==> src/wspm_pkg.sv <==
// wspm_pkg: shared types and constants for the wildcard star pattern matcher
// no dependencies; used by wspm_row and wildcard_star_pattern_matcher
package wspm_pkg;

  typedef enum logic [1:0] {
    ACT_CLEAR  = 2'd0,
    ACT_APPEND = 2'd1,
    ACT_TEXT   = 2'd2,
    ACT_END    = 2'd3
  } action_t;

  localparam logic [7:0] SymStar = 8'h2A;
  localparam logic [7:0] SymAny  = 8'h2E;

endpackage

==> src/wspm_row.sv <==
// wspm_row: next prefix-match row for one text byte, and the empty-text row
// depends on wspm_pkg for the special pattern symbols
module wspm_row #(
  parameter int PATTERN_MAX = 32,
  localparam int LenW = $clog2(PATTERN_MAX + 1)
) (
  input  logic [PATTERN_MAX-1:0][7:0] pat,
  input  logic [LenW-1:0]             step_len,
  input  logic [PATTERN_MAX:0]        old_row,
  input  logic [7:0]                  sym,
  input  logic [PATTERN_MAX-1:0]      arm_star,
  input  logic [LenW-1:0]             arm_len,
  output logic [PATTERN_MAX:0]        step_row,
  output logic [PATTERN_MAX:0]        arm_row
);

  logic [PATTERN_MAX-1:0] hit;
  logic [PATTERN_MAX-1:0] star;
  logic [PATTERN_MAX:0]   step_live;
  logic [PATTERN_MAX:0]   arm_live;

  always_comb begin
    for (int i = 0; i < PATTERN_MAX; i++) begin
      hit[i]  = (pat[i] == wspm_pkg::SymAny) || (pat[i] == sym);
      star[i] = (pat[i] == wspm_pkg::SymStar);
    end
    for (int j = 0; j <= PATTERN_MAX; j++) begin
      step_live[j] = (LenW'(j) <= step_len);
      arm_live[j]  = (LenW'(j) <= arm_len);
    end
  end

  // star bits chain through row[j-2], like a carry through the star positions
  always_comb begin
    step_row    = '0;
    step_row[0] = 1'b0;
    for (int j = 1; j <= PATTERN_MAX; j++) begin
      if (star[j-1]) begin
        if (j >= 2) begin
          step_row[j] = step_live[j] & (step_row[j-2] | (hit[j-2] & old_row[j]));
        end else begin
          step_row[j] = 1'b0;
        end
      end else begin
        step_row[j] = step_live[j] & old_row[j-1] & hit[j-1];
      end
    end
  end

  // empty text: only star pairs can be skipped; a leading star matches nothing
  always_comb begin
    arm_row    = '0;
    arm_row[0] = 1'b1;
    for (int j = 2; j <= PATTERN_MAX; j++) begin
      arm_row[j] = arm_live[j] & arm_star[j-1] & arm_row[j-2];
    end
  end

endmodule

==> src/wildcard_star_pattern_matcher.sv <==
// wildcard_star_pattern_matcher: whole-text match against a '.' / '*' pattern
// depends on wspm_pkg and wspm_row
//
//  channel | signals                         | beat carries
//  --------+---------------------------------+-------------------------------
//  in      | in_valid, in_stall              | action, symbol
//  out     | out_valid, out_stall            | matched, overflow (end only)
//
// one beat per cycle while in_stall is low; a beat is held in the input register, then
// the row update and, for an end beat, the result register take it
// an end beat gives its result from the result register, after the input register
// reset empties the pattern, clears the overflow flag and arms the empty row
// in_stall rises only when an end beat waits behind a stalled result
module wildcard_star_pattern_matcher #(
  parameter int PATTERN_MAX = 32
) (
  input  logic       clk,
  input  logic       rst,
  input  logic       in_valid,
  output logic       in_stall,
  input  logic [1:0] action,
  input  logic [7:0] symbol,
  output logic       out_valid,
  input  logic       out_stall,
  output logic       matched,
  output logic       overflow
);

  localparam int LenW = $clog2(PATTERN_MAX + 1);
  localparam int IdxW = (PATTERN_MAX > 1) ? $clog2(PATTERN_MAX) : 1;

  // input register
  logic              s1_valid;
  wspm_pkg::action_t s1_action;
  logic [7:0]        s1_symbol;

  // matcher state
  logic [PATTERN_MAX-1:0][7:0] pat;
  logic [LenW-1:0]             len;
  logic                        ovf;
  logic [PATTERN_MAX:0]        row;

  logic                   s1_go;
  logic                   proc;
  logic                   room;
  logic                   do_append;
  logic [PATTERN_MAX-1:0] star_cur;
  logic [PATTERN_MAX-1:0] arm_star;
  logic [LenW-1:0]        arm_len;
  logic [PATTERN_MAX:0]   step_row;
  logic [PATTERN_MAX:0]   arm_row;

  assign s1_go     = (s1_action != wspm_pkg::ACT_END) || !out_valid || !out_stall;
  assign proc      = s1_valid && s1_go;
  assign in_stall  = s1_valid && !s1_go;
  assign room      = (len < LenW'(PATTERN_MAX));
  assign do_append = proc && (s1_action == wspm_pkg::ACT_APPEND) && room;

  always_comb begin
    for (int i = 0; i < PATTERN_MAX; i++) begin
      star_cur[i] = (pat[i] == wspm_pkg::SymStar);
    end
    arm_star = star_cur;
    arm_len  = len;
    if (do_append) begin
      arm_star[len[IdxW-1:0]] = (s1_symbol == wspm_pkg::SymStar);
      arm_len                 = len + LenW'(1);
    end else if (s1_action == wspm_pkg::ACT_CLEAR) begin
      arm_len = '0;
    end
  end

  wspm_row #(
    .PATTERN_MAX(PATTERN_MAX)
  ) u_row (
    .pat      (pat),
    .step_len (len),
    .old_row  (row),
    .sym      (s1_symbol),
    .arm_star (arm_star),
    .arm_len  (arm_len),
    .step_row (step_row),
    .arm_row  (arm_row)
  );

  always_ff @(posedge clk) begin
    if (rst) begin
      s1_valid <= 1'b0;
    end else if (!in_stall) begin
      s1_valid <= in_valid;
    end
  end

  always_ff @(posedge clk) begin
    if (in_valid && !in_stall) begin
      s1_action <= wspm_pkg::action_t'(action);
      s1_symbol <= symbol;
    end
  end

  always_ff @(posedge clk) begin
    if (do_append) begin
      pat[len[IdxW-1:0]] <= s1_symbol;
    end
  end

  always_ff @(posedge clk) begin
    if (rst) begin
      len <= '0;
      ovf <= 1'b0;
      row <= (PATTERN_MAX + 1)'(1);
    end else if (proc) begin
      unique case (s1_action)
        wspm_pkg::ACT_CLEAR: begin
          len <= '0;
          ovf <= 1'b0;
          row <= arm_row;
        end
        wspm_pkg::ACT_APPEND: begin
          if (room) begin
            len <= len + LenW'(1);
          end else begin
            ovf <= 1'b1;
          end
          row <= arm_row;
        end
        wspm_pkg::ACT_TEXT: begin
          row <= step_row;
        end
        wspm_pkg::ACT_END: begin
          row <= arm_row;
        end
        default: begin
          row <= arm_row;
        end
      endcase
    end
  end

  // result register
  always_ff @(posedge clk) begin
    if (rst) begin
      out_valid <= 1'b0;
    end else if (proc && (s1_action == wspm_pkg::ACT_END)) begin
      out_valid <= 1'b1;
    end else if (!out_stall) begin
      out_valid <= 1'b0;
    end
  end

  always_ff @(posedge clk) begin
    if (proc && (s1_action == wspm_pkg::ACT_END)) begin
      matched  <= row[len];
      overflow <= ovf;
    end
  end

  a_len_bound: assert property (@(posedge clk) disable iff (rst)
    len <= LenW'(PATTERN_MAX))
    else $error("pattern length beyond capacity");

  a_end_result: assert property (@(posedge clk) disable iff (rst)
    proc && (s1_action == wspm_pkg::ACT_END) |=> out_valid)
    else $error("end beat gave no result");

  a_clear_state: assert property (@(posedge clk) disable iff (rst)
    proc && (s1_action == wspm_pkg::ACT_CLEAR) |=>
      (len == '0) && !ovf && (row == (PATTERN_MAX + 1)'(1)))
    else $error("clear left stale state");

  a_stall_cause: assert property (@(posedge clk) disable iff (rst)
    in_stall |-> s1_valid && (s1_action == wspm_pkg::ACT_END) && out_valid && out_stall)
    else $error("input stalled without a blocked result");

endmodule
==> config.mk <==
export PLATFORM = sky130hd
export DESIGN_NAME = wildcard_star_pattern_matcher
export DESIGN_NICKNAME = d
export VERILOG_FILES = /design/src/wspm_pkg.sv /design/src/wspm_row.sv /design/src/wildcard_star_pattern_matcher.sv
export SDC_FILE = /design/constraint.sdc
export NUM_CORES = 1
export LEC_CHECK = 0
export BUFFER_PORTS_ARGS = -buffer_cell sky130_fd_sc_hd__buf_2
export CORE_UTILIZATION = 58
export CTS_CLUSTER_DIAMETER = 120
export DETAILED_ROUTE_END_ITERATION = 7
export PLACE_DENSITY = 0.78
export SKIP_CTS_REPAIR_TIMING = 1
export SLEW_MARGIN = 20
export SYNTH_ARGS = -nofsm -noshare
export SYNTH_HDL_FRONTEND = slang
export SYNTH_HIERARCHICAL = 1
export SYNTH_SLANG_ARGS = --single-unit
==> constraint.sdc <==
create_clock -name clk -period 3.7 [get_ports clk]
set_clock_uncertainty 0.15 [all_clocks]
set_input_delay 0.37 -clock clk [delete_from_list [all_inputs] [get_ports clk]]
set_output_delay 0.37 -clock clk [all_outputs]
set_load 0.005 [all_outputs]
==> run metrics, run 1 <==
DP Worst Slack=-91.1 ps; Worst Max-Slew Pin Slew=1040 ps; CP max FO=64; DRC viols=0; wl on met1=19500 um; Hold Vio Cnt, Final=0; Post-Synthesis Cells=1550; Slew Viols, Final=0; Final setup viols=0; routed vias=13000; Crit. End Element=flip-flop; Top Layer Used=met4; Leakage=6.31 nW; Starting Density=58.8%; number of max-cap violations=0; family with the most delay on the worst path=compound AO/OA/AOI/OAI gates; area occupied by multi-input gates=0.00799 mm^2; Core Box Area=0.0296 mm^2; WL met3=3330 um; Synth Cell Area=0.0174 mm^2; Antenna diodes=0; Reg area=0.00889 mm^2; CTS tree=built; final core utilization=66.5%; HP Class=reg2reg; Cell Area, Placed=0.0183 mm^2; Max clock buf depth=3; total CTS buffers=34; CP bufs+invs=1; Initial DRT Pass Iterations=8; Crit path arrival time=3850 ps; clk slew on worst S/H paths=60 ps; initial antenna violation count=0; cell area power density=385 mW/mm^2; Worst slew margin=30.6%; layout cells sized above 1=13.4%; WL met2=21000 um; die height=175 um; final WL=45100 um; Cell Rows=63; setup ws final=132 ps; worst-skew pair later-pin latency=520 ps; Antenna Nets Post-Route=0; Max Clk Rate=0.280 GHz; VDD IR-drop max=0.515 mV; port bufs=17; total negative setup slack=0 ps; status=finished, final reports clean; final critical-path required period=3570 ps; Synth-to-Final Area Change=13.0%; Final Non-Filler Cells=2051; final HPWL from detailed placement=29400 um; crit-path max cell delay=470 ps; largest net degree at the start of global routing=65; # clock sinks=310; post-layout instance area=0.0197 mm^2; Mean Syn Cell Area=11.2 um^2; Layout fillers=2126; first-pass GRT wire length=67900 um; Die Area=0.0307 mm^2; width of the chip=175 um; Total Routing Usage GR=28.5%; total grt overflow=0; slowest CP cell=a2111oi_4; Worst Path Required=3980 ps; Routed WL per cell=22.0 um; Initial DRC Count=1476; H-Tree Depth=2; Worst setup SP type=flip-flop; Vias/cell=6.34; clock tree root driver cell=clkbuf_16; placed insts=1975; nets=1656; GPL Wtd Cong=0.947; vias in the first global route=12500; cells along the critical path=clkbuf_16 > xnor2_1 > nand4_1 > o31ai_2 > a32oi_2 > a2111oi_4 > o211ai_4 > a21oi_4 > o21ai_1 > o31ai_1 > and2_1 > mux2i_1 > a211oi_1; Yosys Warn Count=6; Tcrit/Tclk final=96.4%; critical path class=reg2reg; Boundary Pins=18
==> layer usage <==
metal	global-route usage [%]	vias to the layer above
li1	-	5926
met1	40.3	6347
met2	45.0	619
met3	3.98	103
met4	9.89	0
met5	0	-
==> registers in the layout (all words and copies together) (netlist names) <==
register / cells
pat: 256
s1_action: 2
s1_symbol: 8
len: 6
overflow: 1
ovf: 1
s1_valid: 1
row: 33
out_valid: 1
matched: 1
==> metrics by stage <==
| step | hold slack (ps) | power, W |
|---|---|---|
| finish | 304 | 0.00756 |
| global route | 320 | 0.00776 |
| CTS | -132 | 0.00754 |
| detailed placement | 285 | 0.00438 |
| global placement | 277 | 0.00437 |
| floorplan | 259 | 0.00427 |
==> path summary, 6_finish.rpt <==
check | start | endpoint | slack, ps | depth (start not counted)
worst max-delay path | s1_symbol[0] | row[20] | 130 | 13
worst min-delay path | ovf | overflow | 300 | 0
worst min register to register | ovf | overflow | 300 | 0
worst max register to register | s1_symbol[0] | row[20] | 130 | 13
==> where the power goes <==
part           internal, W  switching [W]
sequential         0.00383      0.0000409
clock              0.00188        0.00134
combinational     0.000193       0.000284
==> final cells by class <==
type                       count  share of cell area [%]
timing repair buffer         127                    5.52
clock buffer                  42                    4.59
tap                          390                    2.48
multi-input combinational   1124                    40.7
inverter                      41                   0.783
sequential                   310                    45.2
clock inverter                17                   0.732
==> placed cells by master (no fill, tap or decap), drive strengths merged, types with 8 or more instances in the layout <==
master	n
buf	113
xnor2	238
or3	10
nor4b	23
nand2b	15
nor3	14
o211ai	9
conb	18
clkbuf	44
or2	9
a21oi	56
mux4	8
a211oi	39
o21ai	53
o22ai	16
nand4	83
a21o	8
and2	18
o31ai	12
clkinv	13
inv	42
xor2	18
dfxtp	42
mux2i	50
nor3b	27
nand2	85
and3	11
nand3b	8
edfxtp	268
nor2b	8
nand3	27
dlygate4sd3	12
nor2	143
a31oi	10
nor4bb	20
(Power assumes the default switching activity.)
==> inputs of run 2 (changes only) <==
--- a/config.mk
+++ b/config.mk
@@ -9,6 +9,7 @@
 export CORE_UTILIZATION = 58
 export CTS_CLUSTER_DIAMETER = 120
 export DETAILED_ROUTE_END_ITERATION = 7
+export MAX_ROUTING_LAYER = met4
 export PLACE_DENSITY = 0.78
 export SKIP_CTS_REPAIR_TIMING = 1
 export SLEW_MARGIN = 20
==> run metrics, run 2 (synthesis gave the netlist of run 1 again) <==
status=finished, final reports clean; Die Area=0.0307 mm^2 (unchanged); Antenna diodes=0 (unchanged); cells along the critical path=buf_6 > buf_12 > xnor2_2 > nand4_1 > o31ai_2 > buf_4 > a32o_2 > a21oi_1 > o211ai_1 > o2111ai_4 > a21oi_2 > o21ai_2 > o31ai_1 > mux2i_1 > a211oi_1; Synth-to-Final Area Change=14.1%; Crit. End Element=flip-flop; Worst setup SP type=flip-flop; Initial DRC Count=1410 (-4.5%); GR peak layer=met2; family with the most delay on the worst path=compound AO/OA/AOI/OAI gates; met1 usage=39.5% (-0.77 points); Critical R2R Capture=row[31]; total CTS buffers=35 (+2.9%); total power draw=0.00785 W (+3.8%); HP Class=in2reg; met2 layer usage reported by global route=45.5% (+0.53 points); Core Box Area=0.0296 mm^2 (unchanged); critical path class=reg2reg; Initial DRT Pass Iterations=7 (-1); commonest non-fill, non-tap cell in the layout=edfxtp_1; hold slack=8.64 ps (-295 ps); Final setup viols=0 (unchanged); CTS tree=built; Tcrit/Tclk final=97.1% (+0.62 points); vias in the first global route=12500 (+0.39%); crit-path max cell delay=450 ps (-20 ps); Antenna Nets Post-Route=0 (unchanged); layout cells sized above 1=14.2% (+0.73 points); clk slew on worst S/H paths=60 ps (about the same); clock tree root driver cell=clkbuf_16; Total Routing Usage GR=29.7% (+1.3 points); port bufs=17 (unchanged); routed vias=13100 (+0.54%); Hold Vio Cnt, Final=0 (unchanged); largest net degree at the start of global routing=65 (unchanged); RSZ-0062 raised after global routing=yes; worst-skew pair later-pin latency=510 ps (about the same); Crit path arrival time=3850 ps (about the same); Starting Density=58.8% (unchanged); total grt overflow=0 (unchanged); Reg-to-Reg Start=s1_symbol[7]; Worst Max-Slew Pin Slew=1010 ps (-34.4 ps); worst reg2reg setup slack=110 ps (-20 ps); nets=1666 (+0.60%); Boundary Pins=18 (unchanged); VDD IR-drop max=0.408 mV (-21%); number of max-cap violations=0 (unchanged); initial antenna violation count=0 (unchanged); Leakage=6.43 nW (+1.9%); final core utilization=67.1% (+0.65 points); Crit path depth=15 (+2); Cell Rows=63 (unchanged); Slew Viols, Final=0 (unchanged); Worst Path Required=3960 ps (-20 ps); GPL Wtd Cong=0.960 (+1.3%); Vias/cell=6.33 (about the same); CP Capture Point=row[31]; Worst slew margin=32.9% (+2.3 points); reg2reg path depth=15 (+2); CP bufs+invs=3 (+2); H-Tree Depth=2 (unchanged); final WL=45800 um (+1.4%); cell area power density=396 mW/mm^2 (+2.8%); CP max FO=24 (-63%); most frequent cells in the layout=edfxtp_1, xnor2_1, nor2_1; GR Layer Usage met3=5.13% (+1.2 points); Routed WL per cell=22.2 um (+0.75%); width of the chip=175 um (unchanged); slowest CP cell=edfxtp_1; final HPWL from detailed placement=29600 um (+0.61%); DRC viols=0 (unchanged); final critical-path required period=3590 ps (+23.1 ps); Worst setup startpoint=s1_symbol[7]; # clock sinks=310 (unchanged); Max clock buf depth=3 (unchanged); die height=175 um (unchanged); max FFs per register=256 (unchanged); first-pass GRT wire length=68400 um (+0.71%); Max Clk Rate=0.278 GHz (-0.64%)
## run 2: cell count changes in the layout (fill, tap and decap cells not counted), moves of 3 or more
| cell | delta |
|---|---|
| clkbuf_1 | -3 |
| buf_4 | +7 |
| clkinv_2 | -4 |
| clkinvlp_4 | +3 |
| buf_6 | +4 |
| clkinv_1 | +4 |
## run 2: how the worst min path moves through the flow
stage	start	to	slack [ps]	cells past startpoint
floorplan	ovf	overflow	260	0
global placement	ovf	overflow	270	0
detailed placement	ovf	overflow	280	0
CTS	symbol[1]	s1_symbol[1]	-120	1
global route	in_valid	s1_valid	50	3
finish	in_valid	s1_valid	9	3
## run 2: per-stage QoR
stage          TNS, ps  setup WS, ps  area, um^2  cells
2_1_floorplan        0          33.5       17500   1566
3_3_place_gp         0          21.4       18300   1980
3_5_place_dp     -75.9         -46.6       18300   1980
4_1_cts           -198          -102       19500   2043
5_1_grt           -172         -74.9       19800   2064
6_report             0           109       19800   2064
## run 2: report_power, final
part | switching, W | total, W | internal, W
Clock | 0.00138 | 0.00350 | 0.00212
Combinational | 0.000286 | 0.000483 | 0.000197
Sequential | 0.0000416 | 0.00387 | 0.00383
Total | 0.00170 | 0.00785 | 0.00615
## run 2: area by class of cell
type | count | area (um^2)
Fill cell | 2122 | 9710
Clock buffer | 42 | 955
Sequential cell | 310 | 8890
Clock inverter | 21 | 213
Inverter | 41 | 154
Timing Repair Buffer | 136 | 1150
Tap cell | 390 | 488
Multi-Input combinational cell | 1124 | 8000
## run 2: per-layer routing
metal	share of wire, %	vias up
met2	46	628
met4	3.7	0
met5	0	-
met1	42	6386
met3	8.3	114
li1	-	5937
## run 2: worst min-delay path, cell delays in order
cell and delay (ps):
buf_2 100, inv_1 60, a21oi_1 80
